### config.mk
export PLATFORM = sky130hd
export DESIGN_NAME = fsk_tx_bit_framer
export DESIGN_NICKNAME = d
export VERILOG_FILES = /design/src/rtl/fsktx_pkg.sv /design/src/rtl/fsktx_datapath.sv /design/src/rtl/fsktx_ctrl.sv /design/src/rtl/fsk_tx_bit_framer.sv
export VERILOG_INCLUDE_DIRS = /design/src /design/src/rtl
export SDC_FILE = /design/constraint.sdc
export NUM_CORES = 1
export LEC_CHECK = 0
export BUFFER_PORTS_ARGS = -buffer_cell sky130_fd_sc_hd__buf_2
export CAP_MARGIN = 10
export CORE_MARGIN = 2
export CORE_UTILIZATION = 60
export CTS_BUF_LIST = sky130_fd_sc_hd__clkbuf_8
export CTS_CLUSTER_DIAMETER = 30
export DETAILED_ROUTE_END_ITERATION = 7
export PLACE_DENSITY_LB_ADDON = 0.05
export SYNTH_ARGS = -nofsm -noshare
export SYNTH_HDL_FRONTEND = slang
export SYNTH_SLANG_ARGS = --single-unit
### constraint.sdc
create_clock -name clk_i -period 3.6 [get_ports clk_i]
set_input_delay 0 -clock clk_i [delete_from_list [all_inputs] [get_ports clk_i]]
set_output_delay 0 -clock clk_i [all_outputs]
set_load 0.05 [all_outputs]
### src/rtl/fsk_tx_bit_framer_assert.svh
// Assertion macros used by the FSK transmit bit framer datapath.
`ifndef FSK_TX_BIT_FRAMER_ASSERT_SVH
`define FSK_TX_BIT_FRAMER_ASSERT_SVH

// Check that a condition implies another one in the same cycle.
`define FSKTX_ASSERT_IMP(lbl, ante, cons) \
  lbl: assert property (@(posedge clk_i) disable iff (!rst_ni) (ante) |-> (cons)) \
    else $error("fsktx: same-cycle check failed");

// Check that a condition implies another one in the next cycle.
`define FSKTX_ASSERT_NEXT(lbl, ante, cons) \
  lbl: assert property (@(posedge clk_i) disable iff (!rst_ni) (ante) |=> (cons)) \
    else $error("fsktx: next-cycle check failed");

`endif

### src/rtl/fsktx_pkg.sv
// Shared types, constants and the line mode table of the FSK transmit bit framer.
package fsktx_pkg;

  // Sample rate of the tone generator that follows this block
  localparam int unsigned SAMPLE_RATE = 9600;

  // Character request codes
  typedef enum logic [2:0] {
    OP_ASYNC_DATA = 3'd0,
    OP_ASYNC_IDLE = 3'd1,
    OP_SYNC_DATA  = 3'd2,
    OP_SYNC_FLAG  = 3'd3,
    OP_SYNC_ABORT = 3'd4
  } op_e;

  // Fixed line patterns
  localparam logic [9:0] ASYNC_IDLE_WORD = 10'h3ff;
  localparam logic [7:0] SYNC_FLAG_BYTE  = 8'h7e;
  localparam logic [7:0] SYNC_ABORT_BYTE = 8'h7f;
  localparam logic [4:0] STUFF_PATTERN   = 5'h1f;
  localparam logic [3:0] ASYNC_BITS      = 4'd10;
  localparam logic [3:0] SYNC_BITS       = 4'd8;

  // Tones per mode
  localparam logic [11:0] V21O_SPACE_HZ = 12'd1180;
  localparam logic [11:0] V21O_MARK_HZ  = 12'd980;
  localparam logic [11:0] V21A_SPACE_HZ = 12'd1850;
  localparam logic [11:0] V21A_MARK_HZ  = 12'd1650;
  localparam logic [11:0] V23O_SPACE_HZ = 12'd450;
  localparam logic [11:0] V23O_MARK_HZ  = 12'd390;
  localparam logic [11:0] HS_SPACE_HZ   = 12'd2100;
  localparam logic [11:0] HS_MARK_HZ    = 12'd1300;

  // Bit lengths in samples, kept to eleven bits
  localparam logic [10:0] SPB_300  = 11'(SAMPLE_RATE / 300);
  localparam logic [10:0] SPB_75   = 11'(SAMPLE_RATE / 75);
  localparam logic [10:0] SPB_1200 = 11'(SAMPLE_RATE / 1200);

  // Line mode codes
  localparam logic [2:0] MODE_V21_ORIG = 3'd0;
  localparam logic [2:0] MODE_V21_ANS  = 3'd1;
  localparam logic [2:0] MODE_V23_ORIG = 3'd2;

  typedef struct packed {
    logic [10:0] spb;
    logic [11:0] space_hz;
    logic [11:0] mark_hz;
  } mode_entry_t;

  // Controller to datapath commands
  typedef struct packed {
    logic load;
    logic emit_bit;
    logic emit_stuff;
  } cmd_t;

  // Datapath to controller status
  typedef struct packed {
    logic slot_free;
    logic stuff_needed;
    logic data_last;
    logic stuff_last;
  } status_t;

  // Look up tones and bit length; every 1200 bps mode and unused codes share one entry
  function automatic mode_entry_t mode_lookup(logic [2:0] mode);
    mode_entry_t e;
    case (mode)
      MODE_V21_ORIG: e = '{spb: SPB_300,  space_hz: V21O_SPACE_HZ, mark_hz: V21O_MARK_HZ};
      MODE_V21_ANS:  e = '{spb: SPB_300,  space_hz: V21A_SPACE_HZ, mark_hz: V21A_MARK_HZ};
      MODE_V23_ORIG: e = '{spb: SPB_75,   space_hz: V23O_SPACE_HZ, mark_hz: V23O_MARK_HZ};
      default:       e = '{spb: SPB_1200, space_hz: HS_SPACE_HZ,   mark_hz: HS_MARK_HZ};
    endcase
    return e;
  endfunction

endpackage

### src/rtl/fsktx_datapath.sv
// Datapath of the FSK transmit bit framer: bit shifter, history, mode register, output register.
`include "fsk_tx_bit_framer_assert.svh"

module fsktx_datapath import fsktx_pkg::*; (
  input  logic        clk_i,
  input  logic        rst_ni,
  input  cmd_t        cmd_i,
  output status_t     status_o,
  input  logic [2:0]  operation_i,
  input  logic [7:0]  data_byte_i,
  input  logic        cfg_we_i,
  input  logic [2:0]  cfg_data_i,
  output logic        out_valid_o,
  input  logic        out_ready_i,
  output logic        line_bit_o,
  output logic [11:0] tone_hz_o,
  output logic [10:0] samples_per_bit_o,
  output logic        last_bit_o
);

  logic [2:0]  line_mode_q;
  logic [9:0]  word_q, word_d;
  logic [3:0]  cnt_q, cnt_d;
  logic [4:0]  hist_q, hist_d;
  logic        lsb_first_q, lsb_first_d;
  logic        stuff_en_q, stuff_en_d;
  logic        out_valid_q, out_valid_d;
  logic        out_bit_q, out_last_q;
  logic [11:0] out_tone_q;
  logic [10:0] out_spb_q;

  logic        cur_bit;
  logic [4:0]  hist_next;
  logic        emit;
  logic        emit_val;
  logic        emit_last;
  mode_entry_t entry;

  // Pick the next bit and the history it would leave
  assign cur_bit   = lsb_first_q ? word_q[0] : word_q[7];
  assign hist_next = {hist_q[3:0], cur_bit};
  assign entry     = mode_lookup(line_mode_q);

  assign status_o.slot_free    = !out_valid_q || out_ready_i;
  assign status_o.stuff_needed = stuff_en_q && (hist_next == STUFF_PATTERN);
  assign status_o.data_last    = (cnt_q == 4'd1);
  assign status_o.stuff_last   = (cnt_q == 4'd0);

  assign emit      = cmd_i.emit_bit || cmd_i.emit_stuff;
  assign emit_val  = cmd_i.emit_bit ? cur_bit : 1'b0;
  assign emit_last = cmd_i.emit_bit ? (status_o.data_last && !status_o.stuff_needed)
                                    : status_o.stuff_last;

  // Load a character, advance the shifter on a data bit, or shift a stuffed zero into the history
  always_comb begin
    word_d      = word_q;
    cnt_d       = cnt_q;
    lsb_first_d = lsb_first_q;
    stuff_en_d  = stuff_en_q;
    hist_d      = hist_q;
    if (cmd_i.load) begin
      lsb_first_d = 1'b0;
      stuff_en_d  = 1'b0;
      cnt_d       = SYNC_BITS;
      word_d      = {2'b00, data_byte_i};
      case (operation_i)
        OP_ASYNC_DATA: begin
          word_d      = {1'b1, data_byte_i, 1'b0};
          lsb_first_d = 1'b1;
          cnt_d       = ASYNC_BITS;
        end
        OP_ASYNC_IDLE: begin
          word_d      = ASYNC_IDLE_WORD;
          lsb_first_d = 1'b1;
          cnt_d       = ASYNC_BITS;
        end
        OP_SYNC_DATA: begin
          stuff_en_d = 1'b1;
        end
        OP_SYNC_FLAG: begin
          word_d = {2'b00, SYNC_FLAG_BYTE};
        end
        OP_SYNC_ABORT: begin
          word_d = {2'b00, SYNC_ABORT_BYTE};
        end
        default: begin
          word_d = word_q;
        end
      endcase
    end else if (cmd_i.emit_bit) begin
      word_d = lsb_first_q ? {1'b0, word_q[9:1]} : {word_q[8:0], 1'b0};
      cnt_d  = cnt_q - 4'd1;
      hist_d = hist_next;
    end else if (cmd_i.emit_stuff) begin
      hist_d = {hist_q[3:0], 1'b0};
    end
  end

  // Hold the result until the downstream side takes it
  always_comb begin
    if (emit) begin
      out_valid_d = 1'b1;
    end else if (out_ready_i) begin
      out_valid_d = 1'b0;
    end else begin
      out_valid_d = out_valid_q;
    end
  end

  always_ff @(posedge clk_i or negedge rst_ni) begin
    if (!rst_ni) begin
      line_mode_q <= 3'd0;
      hist_q      <= 5'd0;
      cnt_q       <= 4'd0;
      out_valid_q <= 1'b0;
    end else begin
      if (cfg_we_i) begin
        line_mode_q <= cfg_data_i;
      end
      hist_q      <= hist_d;
      cnt_q       <= cnt_d;
      out_valid_q <= out_valid_d;
    end
  end

  always_ff @(posedge clk_i) begin
    word_q      <= word_d;
    lsb_first_q <= lsb_first_d;
    stuff_en_q  <= stuff_en_d;
    if (emit) begin
      out_bit_q  <= emit_val;
      out_last_q <= emit_last;
      out_tone_q <= emit_val ? entry.mark_hz : entry.space_hz;
      out_spb_q  <= entry.spb;
    end
  end

  assign out_valid_o       = out_valid_q;
  assign line_bit_o        = out_bit_q;
  assign tone_hz_o         = out_tone_q;
  assign samples_per_bit_o = out_spb_q;
  assign last_bit_o        = out_last_q;

  // A bit is only produced into a free output register
  `FSKTX_ASSERT_IMP(a_emit_slot_free, emit, status_o.slot_free)
  // A stuffed zero follows only five ones in the history
  `FSKTX_ASSERT_IMP(a_stuff_after_ones, cmd_i.emit_stuff, hist_q == STUFF_PATTERN)
  // A data bit never runs past the end of the character
  `FSKTX_ASSERT_IMP(a_bits_remain, cmd_i.emit_bit, cnt_q != 4'd0)
  // Every produced bit is offered downstream in the next cycle
  `FSKTX_ASSERT_NEXT(a_emit_shows, emit, out_valid_q)

endmodule

### src/rtl/fsktx_ctrl.sv
// Controller of the FSK transmit bit framer: sequences the bits of one character.
module fsktx_ctrl import fsktx_pkg::*; (
  input  logic       clk_i,
  input  logic       rst_ni,
  input  logic       in_valid_i,
  output logic       in_ready_o,
  input  logic [2:0] operation_i,
  input  status_t    status_i,
  output cmd_t       cmd_o
);

  typedef enum logic [2:0] {
    ST_IDLE  = 3'b001,
    ST_BIT   = 3'b010,
    ST_STUFF = 3'b100
  } state_e;

  state_e state_q, state_d;
  logic   op_known;

  assign in_ready_o = (state_q == ST_IDLE);

  // Flag requests that produce line bits
  always_comb begin
    case (operation_i)
      OP_ASYNC_DATA, OP_ASYNC_IDLE, OP_SYNC_DATA, OP_SYNC_FLAG, OP_SYNC_ABORT:
        op_known = 1'b1;
      default:
        op_known = 1'b0;
    endcase
  end

  // Step through data bits and stuffed zeros
  always_comb begin
    state_d = state_q;
    cmd_o   = '0;
    case (state_q)
      ST_IDLE: begin
        if (in_valid_i && op_known) begin
          cmd_o.load = 1'b1;
          state_d    = ST_BIT;
        end
      end
      ST_BIT: begin
        if (status_i.slot_free) begin
          cmd_o.emit_bit = 1'b1;
          if (status_i.stuff_needed) begin
            state_d = ST_STUFF;
          end else if (status_i.data_last) begin
            state_d = ST_IDLE;
          end
        end
      end
      ST_STUFF: begin
        if (status_i.slot_free) begin
          cmd_o.emit_stuff = 1'b1;
          state_d = status_i.stuff_last ? ST_IDLE : ST_BIT;
        end
      end
      default: begin
        state_d = ST_IDLE;
      end
    endcase
  end

  always_ff @(posedge clk_i or negedge rst_ni) begin
    if (!rst_ni) begin
      state_q <= ST_IDLE;
    end else begin
      state_q <= state_d;
    end
  end

endmodule

### src/rtl/fsk_tx_bit_framer.sv
// FSK transmit bit framer: turns character requests into line bits with tone and bit length.
// Each accepted request yields a run of line bits, one per transfer on the master side:
// async data and idle give 10 bits, sync flag and abort 8, sync data 8 to 10 with stuffed
// zeros; unknown operations give none. After a request is accepted, its line bits are paced
// by the single output register, which moves one bit per cycle while the downstream side
// keeps tready high; a new request is accepted the cycle after the last bit of the previous
// one enters that register.
// Write line_mode only while no request is in progress.
module fsk_tx_bit_framer import fsktx_pkg::*; (
  input  logic        clk_i,
  input  logic        rst_ni,
  // Configuration write: line_mode
  input  logic        cfg_valid_i,
  output logic        cfg_ready_o,
  input  logic [2:0]  cfg_data_i,
  // Character requests
  input  logic        s_axis_tvalid,
  output logic        s_axis_tready,
  input  logic [7:0]  s_axis_tdata,   // [7:0] data_byte
  input  logic [2:0]  s_axis_tuser,   // [2:0] operation
  // Line bits
  output logic        m_axis_tvalid,
  input  logic        m_axis_tready,
  output logic [23:0] m_axis_tdata,   // [0] line_bit, [12:1] tone_hz, [23:13] samples_per_bit
  output logic        m_axis_tlast    // last_bit
);

  cmd_t        cmd;
  status_t     status;
  logic        line_bit;
  logic [11:0] tone_hz;
  logic [10:0] samples_per_bit;

  assign cfg_ready_o = 1'b1;

  fsktx_ctrl u_ctrl (
    .clk_i       (clk_i),
    .rst_ni      (rst_ni),
    .in_valid_i  (s_axis_tvalid),
    .in_ready_o  (s_axis_tready),
    .operation_i (s_axis_tuser),
    .status_i    (status),
    .cmd_o       (cmd)
  );

  fsktx_datapath u_datapath (
    .clk_i             (clk_i),
    .rst_ni            (rst_ni),
    .cmd_i             (cmd),
    .status_o          (status),
    .operation_i       (s_axis_tuser),
    .data_byte_i       (s_axis_tdata),
    .cfg_we_i          (cfg_valid_i),
    .cfg_data_i        (cfg_data_i),
    .out_valid_o       (m_axis_tvalid),
    .out_ready_i       (m_axis_tready),
    .line_bit_o        (line_bit),
    .tone_hz_o         (tone_hz),
    .samples_per_bit_o (samples_per_bit),
    .last_bit_o        (m_axis_tlast)
  );

  assign m_axis_tdata = {samples_per_bit, tone_hz, line_bit};

endmodule

==> results of run 1 <==
-- layer usage --
| layer | track usage [%] | up-vias | part of all wire [%] |
|---|---|---|---|
| li1 | - | 732 | - |
| met1 | 27.9 | 723 | 44 |
| met2 | 35.2 | 41 | 50 |
| met3 | 5.28 | 8 | 4.4 |
| met4 | 8.42 | 0 | 2.1 |
| met5 | 0 | - | 0 |
-- worst max-delay path by stage --
stage,startpoint,endpoint,slack [ns],cells past startpoint
after floorplan,u_ctrl.state_q[0],u_datapath.word_q[0],1.32,3
final,u_ctrl.state_q[2],u_datapath.hist_q[2],1.57,4
after detailed placement,u_ctrl.state_q[2],u_datapath.hist_q[3],1.57,4
after CTS,u_ctrl.state_q[2],u_datapath.hist_q[2],1.56,4
after global routing,u_ctrl.state_q[2],u_datapath.hist_q[2],1.43,4
after global placement,u_ctrl.state_q[2],u_datapath.hist_q[2],1.67,4
-- worst max-delay path, delay by kind of cell (launching register included) --
family        cells  cell delay (ns)
mux               1             0.39
simple gates      2             0.81
xor+xnor          1             0.21
flops             1             0.51
-- state kept, by name, summed over array words and instances, names as in the netlist --
register	count
u_datapath.samples_per_bit_o	3
u_datapath.line_bit_o	1
u_datapath.word_q	10
u_datapath.tone_hz_o	11
u_ctrl.state_q	3
u_datapath.lsb_first_q	1
u_datapath.stuff_en_q	1
u_datapath.hist_q	4
u_datapath.cnt_q	4
u_datapath.last_bit_o	1
u_datapath.out_valid_o	1
u_datapath.line_mode_q	3
-- where the power goes --
part,internal (mW),switching [mW],leakage (nW),total (mW)
registers,0.731,0.0952,0.444,0.827
clock network,0.133,0.159,0.0453,0.292
logic,0.227,0.485,0.548,0.712
total,1.09,0.739,1.04,1.83
-- logic make-up after synthesis --
group | count (synthesis)
mux | 16
other cells | 2
flops | 43
buf+inv | 22
xor+xnor | 6
simple gates | 56
fa+ha+maj | 3
compound gates | 34
-- final cells by class --
class                      count  area share, %
clock buffer                   5           2.76
clock inverter                 3          0.653
inverter                       9           1.41
multi-input combinational    125           33.9
sequential                    43           48.9
tap                           46           2.31
timing repair buffer          43           10.1
-- synth_stat cells, drive strengths merged --
cell    number
xor2         3
nand3        7
and2b        1
a21oi        3
nand4        2
o22ai        2
dfrtp       14
clkbuf       1
a21o         1
a311oi       1
nor4         1
dfstp        1
edfxtp      28
nand3b       1
o221ai       6
or3          2
clkinv       1
o211ai       1
nand2b       4
a221oi       1
nor2        16
mux2         6
xnor2        3
nor3         3
conb         2
inv          8
or2          1
o21bai       1
nor2b        3
a21boi       2
a31oi        1
ha           3
o22a         1
nor3b        4
mux2i       10
a211oi       1
buf         12
o21ai       13
nand2       10
or3b         1
-- metrics by stage --
stage / setup slack (ns) / hold slack [ns] / std cells / utilization (%)
floorplan: 1.32 / -0.296 / 190 / -
global placement: 1.67 / -0.0781 / 259 / 68.9
detailed placement: 1.57 / -0.0699 / 259 / 68.9
CTS: 1.56 / 0.0267 / 274 / 73.5
global route: 1.43 / 0.0509 / 274 / 73.5
finish: 1.57 / 0.0325 / 274 / 73.5
==> reports/results.ini, run 1 <==
[clock_network]
clock_latency_ns = 0.29
clock-sinks = 43
post_cts_resized = 0
cts_buffers = 5
cts_tree = built
cts_hold_buf = 7
clk_pin_slew_ns = 0.08
clock_path_buffers = 2
cts_setup_buffers = 0
clockRootBuffer = clkbuf_8
cts_htree_levels = 2

[global_route]
grt_pass1_vias = 1452
antenna_found_initial = 0
grt_usage_pct = 21.6
grt_max_degree = 21
grt_pass1_wl_um = 6710
grt_overflow_total = 0

[placed_design]
dp_hpwl_um = 2830
place_area_um2 = 2330
port_buffers = 36
gp_congestion = 0.769

[die]
die_h_um = 64.1
die_width_um = 64.1
dieArea_um2 = 4100
ios = 47
row_count = 21
initial_core_util_pct = 63.9
core-area_um2 = 3390

[critical_path]
crit-reg2reg-launch = u_ctrl.state_q[2]
regToRegSetupSlack_ns = 1.57
crit_fanout = 20
reg2regPathDepth = 4
slowest_delay_ns = 0.71
cp.arrival_ns = 2.21
start_kind = flop
r2r_end = u_datapath.hist_q[2]
slowest_stage = nor2_2
cp_cell_sequence = xor2_1, nand2b_1, nor2_2, mux2_1
cp.required_ns = 3.77
end_kind = flop
crit_type = flop to flop

[finish]
fill_cells = 228
layout_common_cells = buf_2 (36), edfxtp_1 (28), nor2_1 (14), dfrtp_1 (14)
syn_to_final_growth_pct = 15.0
multiInputGateArea_um2 = 845
antenna_cells = 0
final_common_cell = buf_2
drive_gt1_share_pct = 25.4
nNetsFinal = 249
ff_latch_area_um2 = 1220
fin_area_um2 = 2490

[sta]
fin_skew_ns = 0.00531
tightest_slew_ns = 0.920
timing.final.crit_period_ns = 2.03
fin_setup_tns_ns = 0
slew_headroom_pct = 38.6
fin_crit_sh_pct = 56.5
max_freq_ghz = 0.492
setup_viol = 0
rsz0062_at_grt = no
finalHoldViolCount = 0
slew_viol_final = 0

[routing]
drc = 0
drtPass1Iterations = 4
vias_per_cell = 5.49
vias = 1504
wire_per_inst_um = 14.0
drt_iter0_drc = 117
final_antenna_net_count = 0
routed_wl_um = 3850

[run_status]
outcome = completed

[yosys]
synth_top_family_by_area = simple AND/OR/NAND/NOR gates
synthSimpleGateAreaFrac_pct = 15.1
synth_fa_ha_area_share_pct = 1.73
yosysTopAreaCell = edfxtp_1
ys_seq_area_share_pct = 56.2
synth_top_area_share_pct = 38.8
synth_compound_area_share_pct = 10.3
syn_inst = 182
syn_area_um2 = 2160
synth_cell_types = 47
synth_xor_xnor_area_share_pct = 2.43
ys_top_cells_by_area = edfxtp_1 (39%), dfrtp_1 (16%), mux2i_1 (4.6%)
synthMuxAreaShare_pct = 7.75
ys_warn_count = 0
avgSynthCellArea_um2 = 11.9
ys_ff_latch = 43

[run]
drv_cap = 0

[pwr]
p_leak_nw = 1.04
ir_drop_mv = 0.318
power_mw = 1.83
pwr_density_cell_nw_per_um2 = 735

[hold_path]
whs_path_depth = 3
hold_end = u_datapath.cnt_q[3]
hold_path.startpoint = s_axis_tvalid
hold_class = input port to flop

(Power assumes the default switching activity.)
==> run 2: changes to the inputs <==
CORE_UTILIZATION = 56   (was 60)
clock period = 2 ns   (was 3.6 ns; I/O delays follow)
==> run 2 against run 1 <==
Compared with the run above: clock power increased by 92%; register-to-register slack got worse by 1.4 ns; die area increased by 6.7%; global-route usage decreased by 0.76 points; flip-flop and latch count unchanged; largest cell class unchanged.
==> reports/results.ini, run 2 (same netlist as run 1, synthesis figures left out) <==
[run_status]
outcome = completed

[sta]
timing.final.crit_period_ns = 1.86  ; -0.170 ns
max_freq_ghz = 0.537  ; +9.1%
finalHoldViolCount = 0  ; unchanged
tightest_slew_ns = 0.521  ; -0.399 ns
slew_viol_final = 0  ; unchanged
slew_headroom_pct = 65.0  ; +26 points
fin_setup_tns_ns = 0  ; unchanged
fin_skew_ns = 0.00443  ; -0.000876 ns
rsz0062_at_grt = no
fin_crit_sh_pct = 93.1  ; +37 points
setup_viol = 0  ; unchanged

[die]
dieArea_um2 = 4380  ; +6.7%
die_width_um = 66.2  ; +3.3%
initial_core_util_pct = 58.7  ; -5.2 points
die_h_um = 66.2  ; +3.3%
row_count = 22  ; +4.8%
core-area_um2 = 3690  ; +8.8%
ios = 47  ; unchanged

[routing]
drtPass1Iterations = 5  ; +1
vias_per_cell = 5.49  ; about the same
wire_per_inst_um = 14.8  ; +5.3%
routed_wl_um = 4110  ; +6.9%
final_antenna_net_count = 0  ; unchanged
drc = 0  ; unchanged
vias = 1525  ; +1.4%
drt_iter0_drc = 119  ; +1.7%

[clock_network]
cts_tree = built
clock-sinks = 43  ; unchanged
post_cts_resized = 0  ; unchanged
cts_htree_levels = 2  ; unchanged
cts_setup_buffers = 0  ; unchanged
clk_pin_slew_ns = 0.09  ; about the same
clock_latency_ns = 0.30  ; about the same
cts_buffers = 5  ; unchanged
clock_path_buffers = 2  ; unchanged
cts_hold_buf = 7  ; unchanged
clockRootBuffer = clkbuf_8

[placed_design]
dp_hpwl_um = 3030  ; +6.8%
port_buffers = 36  ; unchanged
gp_congestion = 0.820  ; +6.7%
place_area_um2 = 2380  ; +1.8%

[critical_path]
crit_fanout = 10  ; -50%
cp.required_ns = 2.06  ; -1.71 ns
cp.arrival_ns = 1.93  ; -0.28 ns
start_kind = flop
crit_type = flop to flop
end_kind = flop

[pwr]
p_sw_share_pct = 40.7  ; +0.36 points
p_leak_nw = 1.05  ; +1.2%
seq_power_share_pct = 43.7  ; -1.5 points
ir_drop_mv = 0.609  ; +91%
power_mw = 3.40  ; +86%
p_comb_share_pct = 39.8  ; +0.9 points
pwr_density_cell_nw_per_um2 = 1340  ; +82%
power.share.clock_pct = 16.5  ; +0.5 points
p_int_mw = 2.02  ; +85%
p_sw_mw = 1.39  ; +87%

[global_route]
grt_overflow_total = 0  ; unchanged
grt_pass1_vias = 1451  ; -0.069%
grt_usage_pct = 20.8  ; -0.76 points
grt_pass1_wl_um = 6710  ; +0.10%
grt_max_degree = 21  ; unchanged
antenna_found_initial = 0  ; unchanged

[finish]
drive_gt1_share_pct = 27.0  ; +1.5 points
fin_util_pct = 68.9  ; -4.6 points
syn_to_final_growth_pct = 17.4
layout_common_cells = buf_2 (36), edfxtp_1 (28), nor2_1 (14), dfrtp_1 (14)
nNetsFinal = 251  ; +0.80%
largest_reg_flops = 11  ; unchanged
fin_area_um2 = 2540  ; +2.1%
antenna_cells = 0  ; unchanged
final_common_cell = buf_2

[hold_path]
hold_class = input port to flop

[run]
drv_cap = 0  ; unchanged

run 2: changes by cell type in the layout (fill, tap and decap cells not counted), sizes merged:
cell,delta
clkinv,+1
buf,+2
inv,-1
run 2: worst max-delay path, stage by stage (launching register included):
cell     delay, ns
dfrtp_1       0.51
nor3b_4       0.38
nor3b_4       0.47
nor2_2        0.11
a21o_1        0.16
run 2: metrics by stage:
step	hold WS [ns]	cells	setup slack [ns]
finish	0.0504	278	0.137
detailed placement	-0.0732	263	0.183
global route	0.0659	278	0.0585
floorplan	-0.296	190	-0.0273
CTS	0.0383	278	0.161
global placement	-0.0755	263	0.268
run 2: worst paths after layout:
kind | start | end | slack (ns) | depth (start not counted)
worst min register to register | u_datapath.hist_q[0] | u_datapath.hist_q[1] | 0.52 | 1
worst max-delay path | u_ctrl.state_q[2] | u_datapath.tone_hz_o[6] | 0.14 | 4
max in group asynchronous | rst_ni | u_ctrl.state_q[0] | 1.56 | 2
min in group asynchronous | rst_ni | u_datapath.line_mode_q[2] | 0.14 | 2
worst min-delay path | s_axis_tdata[7] | u_datapath.word_q[8] | 0.05 | 3
worst max register to register | u_ctrl.state_q[2] | u_datapath.tone_hz_o[6] | 0.14 | 4
run 2: layout make-up:
cell class | instances | area, um2
clock inverter | 3 | 25.0
multi-input combinational | 125 | 853
tap | 48 | 60.1
timing repair buffer | 45 | 278
inverter | 9 | 38.8
fill | 290 | 1150
clock buffer | 5 | 68.8
sequential | 43 | 1220
run 2: per-layer routing:
layer  global-route usage [%]  routed length (um)
met1                     25.2                1760
met5                        0                   0
met3                     5.28                 273
met2                     35.8                2020
met4                     7.65                  57
run 2: power by group through the flow:
stage                     registers, mW  clock network [mW]  logic, mW
final                              1.49               0.562       1.35
after CTS                          1.49               0.574       1.35
after global placement             1.49                   0       1.30
after global routing               1.52               0.605       1.46
after floorplan                    1.72                   0      0.800
after detailed placement           1.50                   0       1.34
